## src/sv/ssw_pkg.sv

```systemverilog
`default_nettype none

package ssw_pkg;

    localparam logic [4:0] MAX_SERVOS         = 5'd31;
    localparam logic [7:0] DATA_LEN_PER_SERVO = 8'd7;
    localparam logic [7:0] LEN_OVERHEAD       = 8'd4;

    // Register indexes on the configuration port (byte address is 4 * index).
    localparam logic [2:0] REG_HEADER_FIRST     = 3'd0;
    localparam logic [2:0] REG_HEADER_SECOND    = 3'd1;
    localparam logic [2:0] REG_BROADCAST_ID     = 3'd2;
    localparam logic [2:0] REG_SYNC_INSTRUCTION = 3'd3;
    localparam logic [2:0] REG_START_REGISTER   = 3'd4;
    localparam logic [2:0] REG_SERVO_COUNT      = 3'd5;

    typedef struct packed {
        logic [7:0] header_first;
        logic [7:0] header_second;
        logic [7:0] broadcast_id;
        logic [7:0] sync_instruction;
        logic [7:0] start_register;
        logic [4:0] servo_count;
    } ssw_cfg_t;

    // One classified entry as it waits for the byte sequencer.
    typedef struct packed {
        logic        has_header;
        logic        has_checksum;
        logic [7:0]  unit_id;
        logic [7:0]  goal_acceleration;
        logic [15:0] position_word;
        logic [15:0] goal_speed;
    } ssw_entry_t;

    // A count of zero means one entry per packet.
    function automatic logic [4:0] eff_count(input logic [4:0] count);
        logic [4:0] c;
        c = count;
        if (c == 5'd0)
        begin
            c = 5'd1;
        end
        if (c > MAX_SERVOS)
        begin
            c = MAX_SERVOS;
        end
        return c;
    endfunction

endpackage

`default_nettype wire

```

## src/sv/ssw_regs.sv

```systemverilog
`default_nettype none

module ssw_regs (
    input  wire logic             clk,
    input  wire logic             rst_n,
    input  wire logic             psel,
    input  wire logic             penable,
    input  wire logic             pwrite,
    input  wire logic [4:0]       paddr,
    input  wire logic [31:0]      pwdata,
    output logic      [31:0]      prdata,
    output logic                  pready,
    output ssw_pkg::ssw_cfg_t     cfg
);

    ssw_pkg::ssw_cfg_t cfg_reg;
    logic [2:0]        reg_index;
    logic              write_en;

    assign reg_index = paddr[4:2];
    assign write_en  = psel && penable && pwrite;
    assign pready    = 1'b1;
    assign cfg       = cfg_reg;

    always_ff @(posedge clk or negedge rst_n)
    begin
        if (!rst_n)
        begin
            cfg_reg.header_first     <= 8'hFF;
            cfg_reg.header_second    <= 8'hFF;
            cfg_reg.broadcast_id     <= 8'd254;
            cfg_reg.sync_instruction <= 8'd131;
            cfg_reg.start_register   <= 8'd41;
            cfg_reg.servo_count      <= 5'd2;
        end
        else if (write_en)
        begin
            case (reg_index)
                ssw_pkg::REG_HEADER_FIRST:     cfg_reg.header_first     <= pwdata[7:0];
                ssw_pkg::REG_HEADER_SECOND:    cfg_reg.header_second    <= pwdata[7:0];
                ssw_pkg::REG_BROADCAST_ID:     cfg_reg.broadcast_id     <= pwdata[7:0];
                ssw_pkg::REG_SYNC_INSTRUCTION: cfg_reg.sync_instruction <= pwdata[7:0];
                ssw_pkg::REG_START_REGISTER:   cfg_reg.start_register   <= pwdata[7:0];
                ssw_pkg::REG_SERVO_COUNT:      cfg_reg.servo_count      <= pwdata[4:0];
                default:
                begin
                end
            endcase
        end
    end

    always_comb
    begin
        case (reg_index)
            ssw_pkg::REG_HEADER_FIRST:     prdata = {24'd0, cfg_reg.header_first};
            ssw_pkg::REG_HEADER_SECOND:    prdata = {24'd0, cfg_reg.header_second};
            ssw_pkg::REG_BROADCAST_ID:     prdata = {24'd0, cfg_reg.broadcast_id};
            ssw_pkg::REG_SYNC_INSTRUCTION: prdata = {24'd0, cfg_reg.sync_instruction};
            ssw_pkg::REG_START_REGISTER:   prdata = {24'd0, cfg_reg.start_register};
            ssw_pkg::REG_SERVO_COUNT:      prdata = {27'd0, cfg_reg.servo_count};
            default:                       prdata = 32'd0;
        endcase
    end

endmodule

`default_nettype wire

```

## src/sv/ssw_front.sv

```systemverilog
`default_nettype none

module ssw_front (
    input  wire logic              clk,
    input  wire logic              rst_n,
    input  wire logic              s_tvalid,
    output logic                   s_tready,
    input  wire logic [47:0]       s_tdata,
    input  wire logic [4:0]        servo_count,
    input  wire logic              q_full,
    output logic                   q_wr_en,
    output ssw_pkg::ssw_entry_t    q_wr_data
);

    logic [4:0]  entry_index_reg;
    logic [4:0]  entry_index_next;
    logic [4:0]  count;
    logic        last_entry;
    logic [15:0] raw_pos;
    logic [15:0] neg_pos;
    logic [14:0] magnitude;
    logic        accept;

    assign s_tready = !q_full;
    assign accept   = s_tvalid && s_tready;
    assign q_wr_en  = accept;

    assign count      = ssw_pkg::eff_count(servo_count);
    assign last_entry = ({1'b0, entry_index_reg} + 6'd1) >= {1'b0, count};

    // Sign-magnitude: the most negative value saturates to full magnitude.
    assign raw_pos = s_tdata[23:8];
    assign neg_pos = 16'(~raw_pos + 16'd1);
    assign magnitude = (raw_pos == 16'h8000) ? 15'h7FFF : neg_pos[14:0];

    always_comb
    begin
        q_wr_data.has_header        = (entry_index_reg == 5'd0);
        q_wr_data.has_checksum      = last_entry;
        q_wr_data.unit_id           = s_tdata[7:0];
        q_wr_data.goal_acceleration = s_tdata[47:40];
        q_wr_data.goal_speed        = s_tdata[39:24];
        q_wr_data.position_word     = raw_pos[15] ? {1'b1, magnitude} : raw_pos;
    end

    always_comb
    begin
        entry_index_next = entry_index_reg;
        if (accept)
        begin
            entry_index_next = last_entry ? 5'd0 : 5'(entry_index_reg + 5'd1);
        end
    end

    always_ff @(posedge clk or negedge rst_n)
    begin
        if (!rst_n)
        begin
            entry_index_reg <= 5'd0;
        end
        else
        begin
            entry_index_reg <= entry_index_next;
        end
    end

endmodule

`default_nettype wire

```

## src/sv/ssw_queue.sv

```systemverilog
`default_nettype none

module ssw_queue (
    input  wire logic                clk,
    input  wire logic                rst_n,
    input  wire logic                wr_en,
    input  wire ssw_pkg::ssw_entry_t wr_data,
    output logic                     full,
    output logic [1:0]               level,
    output logic                     rd_valid,
    output ssw_pkg::ssw_entry_t      rd_data,
    input  wire logic                pop
);

    ssw_pkg::ssw_entry_t slot_reg [2];
    logic                wr_ptr_reg;
    logic                rd_ptr_reg;
    logic [1:0]          level_reg;
    logic [1:0]          level_next;

    assign full     = (level_reg == 2'd2);
    assign level    = level_reg;
    assign rd_valid = (level_reg != 2'd0);
    assign rd_data  = slot_reg[rd_ptr_reg];

    always_comb
    begin
        level_next = level_reg;
        if (wr_en && !pop)
        begin
            level_next = 2'(level_reg + 2'd1);
        end
        else if (pop && !wr_en)
        begin
            level_next = 2'(level_reg - 2'd1);
        end
    end

    always_ff @(posedge clk)
    begin
        if (wr_en)
        begin
            slot_reg[wr_ptr_reg] <= wr_data;
        end
    end

    always_ff @(posedge clk or negedge rst_n)
    begin
        if (!rst_n)
        begin
            wr_ptr_reg <= 1'b0;
            rd_ptr_reg <= 1'b0;
            level_reg  <= 2'd0;
        end
        else
        begin
            if (wr_en)
            begin
                wr_ptr_reg <= !wr_ptr_reg;
            end
            if (pop)
            begin
                rd_ptr_reg <= !rd_ptr_reg;
            end
            level_reg <= level_next;
        end
    end

endmodule

`default_nettype wire

```

## src/sv/ssw_back.sv

```systemverilog
`default_nettype none

module ssw_back (
    input  wire logic                clk,
    input  wire logic                rst_n,
    input  wire ssw_pkg::ssw_cfg_t   cfg,
    input  wire logic                q_valid,
    input  wire ssw_pkg::ssw_entry_t q_data,
    output logic                     q_pop,
    output logic                     m_tvalid,
    input  wire logic                m_tready,
    output logic [7:0]               m_tdata,
    output logic                     m_tlast,
    output logic [0:0]               m_tuser
);

    localparam logic [3:0] STEP_HDR1    = 4'd0;
    localparam logic [3:0] STEP_HDR2    = 4'd1;
    localparam logic [3:0] STEP_BCAST   = 4'd2;
    localparam logic [3:0] STEP_LEN     = 4'd3;
    localparam logic [3:0] STEP_INSTR   = 4'd4;
    localparam logic [3:0] STEP_START   = 4'd5;
    localparam logic [3:0] STEP_DLEN    = 4'd6;
    localparam logic [3:0] STEP_ID      = 4'd7;
    localparam logic [3:0] STEP_ACC     = 4'd8;
    localparam logic [3:0] STEP_POS_LO  = 4'd9;
    localparam logic [3:0] STEP_POS_HI  = 4'd10;
    localparam logic [3:0] STEP_TIME_LO = 4'd11;
    localparam logic [3:0] STEP_TIME_HI = 4'd12;
    localparam logic [3:0] STEP_SPD_LO  = 4'd13;
    localparam logic [3:0] STEP_SPD_HI  = 4'd14;
    localparam logic [3:0] STEP_CHK     = 4'd15;

    logic       started_reg;
    logic [3:0] step_reg;
    logic [7:0] sum_reg;
    logic       m_tvalid_reg;
    logic [7:0] m_tdata_reg;
    logic       m_tlast_reg;
    logic       m_tuser_reg;

    logic [3:0] cur_step;
    logic [7:0] cur_byte;
    logic [7:0] len_byte;
    logic       advance;
    logic       last_byte;

    assign len_byte = 8'({ssw_pkg::eff_count(cfg.servo_count), 3'b000})
                      + ssw_pkg::LEN_OVERHEAD;

    // The first step of a new entry is decided straight from the queue head.
    assign cur_step  = started_reg ? step_reg
                                   : (q_data.has_header ? STEP_HDR1 : STEP_ID);
    assign advance   = q_valid && (!m_tvalid_reg || m_tready);
    assign last_byte = (cur_step == STEP_CHK)
                    || ((cur_step == STEP_SPD_HI) && !q_data.has_checksum);
    assign q_pop     = advance && last_byte;

    always_comb
    begin
        case (cur_step)
            STEP_HDR1:    cur_byte = cfg.header_first;
            STEP_HDR2:    cur_byte = cfg.header_second;
            STEP_BCAST:   cur_byte = cfg.broadcast_id;
            STEP_LEN:     cur_byte = len_byte;
            STEP_INSTR:   cur_byte = cfg.sync_instruction;
            STEP_START:   cur_byte = cfg.start_register;
            STEP_DLEN:    cur_byte = ssw_pkg::DATA_LEN_PER_SERVO;
            STEP_ID:      cur_byte = q_data.unit_id;
            STEP_ACC:     cur_byte = q_data.goal_acceleration;
            STEP_POS_LO:  cur_byte = q_data.position_word[7:0];
            STEP_POS_HI:  cur_byte = q_data.position_word[15:8];
            STEP_TIME_LO: cur_byte = 8'd0;
            STEP_TIME_HI: cur_byte = 8'd0;
            STEP_SPD_LO:  cur_byte = q_data.goal_speed[7:0];
            STEP_SPD_HI:  cur_byte = q_data.goal_speed[15:8];
            STEP_CHK:     cur_byte = ~sum_reg;
            default:      cur_byte = 8'd0;
        endcase
    end

    always_ff @(posedge clk)
    begin
        if (advance)
        begin
            m_tdata_reg <= cur_byte;
            m_tlast_reg <= last_byte;
            m_tuser_reg <= (cur_step == STEP_CHK);
            if (cur_step == STEP_HDR1)
            begin
                sum_reg <= 8'd0;
            end
            else if (cur_step inside {[STEP_BCAST:STEP_SPD_HI]})
            begin
                sum_reg <= 8'(sum_reg + cur_byte);
            end
        end
    end

    always_ff @(posedge clk or negedge rst_n)
    begin
        if (!rst_n)
        begin
            started_reg  <= 1'b0;
            step_reg     <= STEP_HDR1;
            m_tvalid_reg <= 1'b0;
        end
        else
        begin
            if (advance)
            begin
                m_tvalid_reg <= 1'b1;
                started_reg  <= !last_byte;
                step_reg     <= 4'(cur_step + 4'd1);
            end
            else if (m_tready)
            begin
                m_tvalid_reg <= 1'b0;
            end
        end
    end

    assign m_tvalid   = m_tvalid_reg;
    assign m_tdata    = m_tdata_reg;
    assign m_tlast    = m_tlast_reg;
    assign m_tuser[0] = m_tuser_reg;

endmodule

`default_nettype wire

```

## src/sv/servo_sync_write_framer.sv

```systemverilog
`default_nettype none

// Channel   Direction  Payload
// s_*       in         tdata: unit_id, goal_position, goal_speed, goal_acceleration
// m_*       out        tdata: frame_byte; tlast: run_last; tuser: packet_end
// APB       in/out     six configuration registers at byte addresses 0 to 20
//
// One packet byte leaves per cycle from the single output register while m_tready
// is high; an entry is 8 bytes, 15 with the header, 9 with the checksum and 16 with both.
// A two-entry queue lets the input side take new entries while bytes drain.
// Reset clears the entry index, the queue and the output valid; configuration
// returns to its default values.  A low m_tready holds the current byte.

module servo_sync_write_framer (
    input  wire logic        clk,
    input  wire logic        rst_n,
    input  wire logic        s_tvalid,
    output logic             s_tready,
    // [7:0] unit_id, [23:8] goal_position, [39:24] goal_speed,
    // [47:40] goal_acceleration
    input  wire logic [47:0] s_tdata,
    output logic             m_tvalid,
    input  wire logic        m_tready,
    // [7:0] frame_byte
    output logic [7:0]       m_tdata,
    output logic             m_tlast,
    // [0] packet_end
    output logic [0:0]       m_tuser,
    input  wire logic        psel,
    input  wire logic        penable,
    input  wire logic        pwrite,
    input  wire logic [4:0]  paddr,
    input  wire logic [31:0] pwdata,
    output logic [31:0]      prdata,
    output logic             pready
);

    ssw_pkg::ssw_cfg_t   cfg;
    ssw_pkg::ssw_entry_t q_wr_data;
    ssw_pkg::ssw_entry_t q_rd_data;
    logic                q_wr_en;
    logic                q_full;
    logic [1:0]          q_level;
    logic                q_valid;
    logic                q_pop;

    ssw_regs u_regs (
        .clk     (clk),
        .rst_n   (rst_n),
        .psel    (psel),
        .penable (penable),
        .pwrite  (pwrite),
        .paddr   (paddr),
        .pwdata  (pwdata),
        .prdata  (prdata),
        .pready  (pready),
        .cfg     (cfg)
    );

    ssw_front u_front (
        .clk         (clk),
        .rst_n       (rst_n),
        .s_tvalid    (s_tvalid),
        .s_tready    (s_tready),
        .s_tdata     (s_tdata),
        .servo_count (cfg.servo_count),
        .q_full      (q_full),
        .q_wr_en     (q_wr_en),
        .q_wr_data   (q_wr_data)
    );

    ssw_queue u_queue (
        .clk      (clk),
        .rst_n    (rst_n),
        .wr_en    (q_wr_en),
        .wr_data  (q_wr_data),
        .full     (q_full),
        .level    (q_level),
        .rd_valid (q_valid),
        .rd_data  (q_rd_data),
        .pop      (q_pop)
    );

    ssw_back u_back (
        .clk      (clk),
        .rst_n    (rst_n),
        .cfg      (cfg),
        .q_valid  (q_valid),
        .q_data   (q_rd_data),
        .q_pop    (q_pop),
        .m_tvalid (m_tvalid),
        .m_tready (m_tready),
        .m_tdata  (m_tdata),
        .m_tlast  (m_tlast),
        .m_tuser  (m_tuser)
    );

`ifndef NO_ASSERTIONS
    a_end_is_last: assert property (@(posedge clk) disable iff (!rst_n)
        (m_tvalid && m_tuser[0]) |-> m_tlast)
        else $error("checksum byte without end of run");

    a_pop_needs_entry: assert property (@(posedge clk) disable iff (!rst_n)
        q_pop |-> q_valid)
        else $error("queue popped while empty");

    a_stall_only_full: assert property (@(posedge clk) disable iff (!rst_n)
        !s_tready |-> (q_level == 2'd2))
        else $error("input stalled with room in the queue");

    a_level_tracks: assert property (@(posedge clk) disable iff (!rst_n)
        (q_wr_en && !q_pop) |=> (q_level == 2'($past(q_level) + 2'd1)))
        else $error("queue level lost a write");
`endif

endmodule

`default_nettype wire
```

## config.mk

```make
export PLATFORM = sky130hd
export DESIGN_NAME = servo_sync_write_framer
export DESIGN_NICKNAME = d
export VERILOG_FILES = /design/src/sv/ssw_pkg.sv /design/src/sv/ssw_regs.sv /design/src/sv/ssw_front.sv /design/src/sv/ssw_queue.sv /design/src/sv/ssw_back.sv /design/src/sv/servo_sync_write_framer.sv
export SDC_FILE = /design/constraint.sdc
export NUM_CORES = 1
export LEC_CHECK = 0
export BUFFER_PORTS_ARGS = -buffer_cell sky130_fd_sc_hd__buf_2
export CAP_MARGIN = 5
export CORE_MARGIN = 4
export CORE_UTILIZATION = 35
export CTS_BUF_LIST = sky130_fd_sc_hd__clkbuf_16
export CTS_CLUSTER_SIZE = 28
export DETAILED_ROUTE_END_ITERATION = 7
export GPL_TIMING_DRIVEN = 0
export SLEW_MARGIN = 20
export SYNTH_ARGS = -nofsm -noshare
export SYNTH_HDL_FRONTEND = slang
export SYNTH_SLANG_ARGS = --single-unit
```

## constraint.sdc

```tcl
create_clock -name clk -period 4.3 [get_ports clk]
set_clock_uncertainty 0.2 [all_clocks]
set_input_delay 0.86 -clock clk [delete_from_list [all_inputs] [get_ports clk]]
set_output_delay 0.86 -clock clk [all_outputs]
set_load 0.005 [all_outputs]
```

# Word level (Yosys, flattened, before mapping)
# Memories as Yosys holds them, arrays and structs flattened.
# Cells that the tools add are included.
# Widths: inputs -> output; s select.
# word_totals
regBits	78
output_inout_bits	45
ramBits	100
memories	1
# op_classes
add_sub_neg	8
n_reduce_logical	35
order_cmp	4
bitwise	2
mux	16
n_eq_ne	22
# memory_table
name	depth	word_bits	read_ports	rd_ports_with_merged_regs	wr	line_no	source
u_queue.slot_reg	2	50	1	0	1	ssw_queue.sv:15	ssw_pkg::ssw_entry_t slot_reg [2];
# op_table
op	n
$pmux 8 s15	1
$pmux 8 s6	1
$eq 4x4->1 const B	8
$eq 16x16->1 const B	1
$eq 4x3->1 const B	4
$mux 16	1
$add 15x1->15 const B	1
$mux 15	1
$mux 5	3
$not 15->15	1
$reduce_and 2->1	7
$logic_not 5->1	2
$logic_and 1x1->1	9
$add 8x3->8 const B	1
$add 8x8->8	1
$eq 4x2->1 const B	2
$logic_not 1->1	8
$mux 8	1
$not 8->8	1
$reduce_bool 2->1	4
$add 5x1->6 const B	1
$eq 3x2->1 const B	2
$eq 3x3->1 const B	2
$ge 6x5->1	1
other kinds (18)	23

# Logic depth before layout (Yosys ltp)
# An unclocked memory read counts as a cell.
# logic_depth
word_depth	10
depth_mapped	22

# Modules after synthesis
# Synthesis repeated with hierarchy kept, for this count alone.
# unflattened
cells_unflattened	728
area_unflattened_um2	9623.0
# by_module_without_submodules
mod	cells_per_inst	area_each_um2	seq_area_each_um2	n_inst
ssw_queue	172	4050.1	3103.0	1
ssw_regs	175	2387.3	1163.6	1
ssw_back	233	2099.5	690.7	1
ssw_front	148	1086.0	125.1	1

# Worst setup path before layout
# OpenSTA, ideal clock, no wires.
# synth_timing
path_kind	flip-flop to flip-flop
startpoint	reg u_queue.rd_ptr_reg
endpoint	reg u_back.sum_reg[7] (data pin)
setup_slack_ns	-0.201
stages_incl_launch_ff	21
setup_ns	0.273
path_buffers	1
arrival_ns	4.028
period_less_slack_ns	4.501
path_cell_list	dfrtp_1 -> mux2_4 -> nor2_4 -> a21o_1 -> inv_1 -> ha_1 -> clkbuf_1 -> a22oi_1 -> o21ai_0 -> a221oi_2 -> a21oi_1 -> a2111o_1 -> mux2_2 -> ha_1 -> a21oi_1 -> o211ai_1 -> o41ai_1 -> inv_1 -> o2111ai_1 -> o311a_1 -> o311ai_1
# synth_via
elab_chain_len	8
word_cells_on_any_way	23
# synth_lines
item	line_no	source
from (decl)	ssw_queue.sv:17	logic rd_ptr_reg;
from (signal assigned)	ssw_queue.sv:63	rd_ptr_reg <= !rd_ptr_reg;
$mem_v2 2x50 *	-	
$mux 3	ssw_back.sv:53	: (q_data.has_header ? STEP_HDR1 : STEP_ID);
$mux 4	ssw_back.sv:52	assign cur_step = started_reg ? step_reg
$eq 4x4->1	ssw_back.sv:61	case (cur_step)
$reduce_or 2->1 (no source line)	-	
$pmux 8 s15 *	ssw_back.sv:61	
named net u_back.cur_byte[1]	ssw_back.sv:43	logic [7:0] cur_byte;
$add 8x8->8 *	ssw_back.sv:95	sum_reg <= 8'(sum_reg + cur_byte);
$mux 8 *	ssw_back.sv:93	else if (cur_step inside {[STEP_BCAST:STEP_SPD_HI]})
to (signal assigned)	ssw_back.sv:95	
to (decl)	ssw_back.sv:36	logic [7:0] sum_reg;
# The timed path passes the listed nets; every way through them passes the cells marked *. The select of a mux whose other input is x is not followed.
# A chain may end at the register's enable or synchronous reset.

# Worst setup path after layout
# Ends and elaborated chain as after synthesis.

==> flow_summary.toml <==
[run_status]
run_status = "finished with violations"
violations = "setup timing"

[setup_path]
slowest_stage = "dfrtp_2"
r2r_slack_ns = -0.19
rr_startpoint = "u_queue.rd_ptr_reg$_DFFE_PN0P_"
reg2reg_depth = 19
critPathBufInv = 2
critPathCaptureType = "flip-flop"
reg2reg_to = "u_back.sum_reg[7]$_SDFFCE_PN0P_"
crit_path_max_incr_delay_ns = 0.42
cp_cell_sequence = "mux2_4 -> nor2_4 -> a21o_1 -> inv_2 -> ha_4 -> a22oi_2 -> o21ai_2 -> a221oi_2 -> a21oi_2 -> a2111o_1 -> mux2_4 -> ha_4 -> a21oi_4 -> o211ai_1 -> o41ai_2 -> inv_1 -> nand3b_1 -> o311a_1 -> o311ai_2"
critPathKind = "reg -> reg"
cp_max_fo = 6
worstPathRequired_ns = 4.28
cp.arrival_ns = 4.47
path_delay_family = "compound AO/OA/AOI/OAI gates"
start_kind = "flip-flop"

[flow_run]
cap_violations = 0

[timing]
period_share_pct = 104
setup_viol = 2
tightest_slew_ns = 1.06
finalSetupTns_ns = -0.222
finalWorstSetupSlack_ns = -0.188
fmax_mhz = 223
hold_viol_final = 0
relSlewSlack_pct = 28.6
final_max_slew_viol_count = 0
grt_setup_unrepaired = "yes"
fin_crit_ns = 4.49

[power_and_ir_drop]
switchingPower_uw = 3740
pwr-share-comb_pct = 52.1
totalPowerFinal_uw = 9290
power_switching_share_pct = 40.2
internal_power_uw = 5550
irDropWorstVdd_mv = 0.418
p_leak_uw = 0.00443
seqPwrFrac_pct = 30.3
p_clk_share_pct = 17.6
cellPowerDensity_mw_per_mm2 = 818

[logic_synthesis]
syn-mean-instance-area_um2 = 12.0
yosys_warnings = 0
ys_seq_elements = 178
synthDistinctLibCells = 82
ys_seq_area_share_pct = 55.7
syn_inst = 760
netlist_area_mm2 = 0.00913
yosysMostFrequentCell = "edfxtp_1"
synth_top_area_share_pct = 38.8
synth_edf_count = 118
ys.flop_type = "edfxtp_1"
async_reset_ff_share_pct = 33.7
yosysTopAreaCell = "edfxtp_1"
synthTopCellsByCount = "edfxtp_1 (118), nand2_1 (57), mux2_2 (49), nor2_1 (44), mux2i_1 (41)"
netlist_top_cells_area = "edfxtp_1 (39%), dfstp_2 (8.6%), dfrtp_1 (8.2%)"

[cells_and_area]
instances_no_fill = 1261
largest_register_ffs = 100
n_antenna_cell = 0
synthToLayoutAreaGrowth_pct = 24.4
nNetsFinal = 1031
layout-drive-gt1-share_pct = 36.4

[route]
vias = 6656
ant_nets = 0
drc = 0
avgRoutedWirePerCell_um = 20.2
drtPass1Iterations = 5
drt-vias-per-instance = 5.28
routed_wl_um = 25400
drt_iter0_drc = 505

[global_route]
grtUsageTotal_pct = 17.3
grt_pass1_wl_um = 37600
grt_pass1_vias = 6356
grt_max_degree = 42
antenna_found_initial = 1
grt_remaining_overflow = 0

[clocking]
cts_root_buffer = "clkbuf_16"
clockBufferDepth = 2
clk_pin_slew_ns = 0.08
clk_latency_ns = 0.44
htreeDepth = 4
hold_buffers = 0
tritoncts = "done"
clock_sinks = 178
cts_made_buffers = 17

[floorplan]
die-area_mm2 = 0.0287
die_y_um = 169
initial_core_util_pct = 35.9
rows = 58
io_pins = 137
die_w_um = 169
core_area_mm2 = 0.0254

[placement]
place_ws_ns = -1.27
dp_hpwl_um = 18400
dp_cells = 1203
portBuffers = 85
gp_congestion = 0.906

[worst_hold_path]
min_path_type = "in -> async"
metal layers:
metal	vias to the layer above	track usage (%)	part of all wire, %
met5	-	0	0
met4	0	4.87	2.0
met3	35	4.96	8.2
met2	271	27.1	46
met1	3226	23.6	44
li1	3124	-	-
cell type report:
| cell class | count | area (µm²) |
|---|---|---|
| flip-flops and latches | 178 | 5080 |
| plain buffers | 64 | 447 |
| fillers | 2367 | 14000 |
| repair buffers | 118 | 756 |
| clock buffers | 17 | 425 |
| multi-input cells | 513 | 3920 |
| well taps | 330 | 413 |
| inverters | 26 | 104 |
| clock inverters | 15 | 203 |
how the worst max path moves through the flow:
stage	startpoint	end	slack, ns	cells past startpoint
after floorplan	u_queue.rd_ptr_reg$_DFFE_PN0P_	u_back.sum_reg[7]$_SDFFCE_PN0P_	0.001	20
after global placement	u_queue.rd_ptr_reg$_DFFE_PN0P_	u_back.sum_reg[7]$_SDFFCE_PN0P_	-1.18	20
after detailed placement	u_queue.rd_ptr_reg$_DFFE_PN0P_	u_back.sum_reg[7]$_SDFFCE_PN0P_	-1.27	20
after CTS	u_queue.rd_ptr_reg$_DFFE_PN0P_	u_back.sum_reg[7]$_SDFFCE_PN0P_	-0.21	20
after global routing	u_queue.rd_ptr_reg$_DFFE_PN0P_	u_back.sum_reg[7]$_SDFFCE_PN0P_	-0.32	19
final	u_queue.rd_ptr_reg$_DFFE_PN0P_	u_back.sum_reg[7]$_SDFFCE_PN0P_	-0.19	19
worst register-to-register path: cells and delay by family, from the launching register on:
kind,cells,cell delay [ns]
buffers and inverters,2,0.25
AO/OA/AOI/OAI,11,1.98
AND/OR/NAND/NOR,2,0.31
flip-flops,1,0.42
adder cells (fa/ha/maj),2,0.42
multiplexers,2,0.65
per-stage QoR:
step	utilization [%]	hold slack, ns	area, µm²
floorplan	-	0.280	9250
global placement	39.7	0.294	10100
detailed placement	40.2	0.301	10200
CTS	43.4	0.105	11000
global route	44.7	0.106	11400
finish	44.7	0.111	11400
what timing repair did:
action                                  4_1_cts  5_1_grt
gates cloned                                  0        1
setup buffers                                10       17
resized for setup                            34       45
endpoints found under the setup margin        7        4
pin swaps                                    10       24
cells in the final DEF, fill, tap and decap left out, types with 6 or more instances in the layout:
| cell type | instances |
|---|---|
| a31oi_1 | 11 |
| dfrtp_1 | 29 |
| a21oi_1 | 26 |
| xnor2_1 | 9 |
| buf_2 | 94 |
| o22ai_1 | 9 |
| conb_1 | 25 |
| clkbuf_1 | 12 |
| o21ai_0 | 28 |
| xor2_1 | 15 |
| clkbuf_16 | 18 |
| buf_6 | 6 |
| mux2_2 | 48 |
| buf_4 | 57 |
| inv_1 | 20 |
| edfxtp_1 | 118 |
| nand2_1 | 57 |
| ha_1 | 13 |
| nor2_1 | 41 |
| mux2i_1 | 40 |
| nor3_1 | 11 |
| a21o_1 | 6 |
| dfstp_2 | 30 |
| buf_12 | 6 |
| nand3_1 | 24 |
cells by family (layout without fill, tap and decap cells):
| family | after synthesis | after routing | synth area share (%) |
|---|---|---|---|
| mux | 93 | 93 | 11.2 |
| fa+ha+maj | 21 | 21 | 2.96 |
| other cells | 2 | 25 | 0.0823 |
| xor+xnor | 24 | 24 | 2.30 |
| simple gates | 187 | 187 | 10.2 |
| buf+inv | 92 | 240 | 5.32 |
| flops | 178 | 178 | 55.7 |
| compound gates | 163 | 163 | 12.3 |
power by group through the flow:
stage	Clock, µW	Sequential [µW]	Combinational [µW]
floorplan	0	2750	2590
global placement	0	2850	3530
global route	1740	2850	5210
CTS	1660	2800	4020
finish	1640	2810	4840
detailed placement	0	2830	3670
Power figures use the tool's default switching activity.
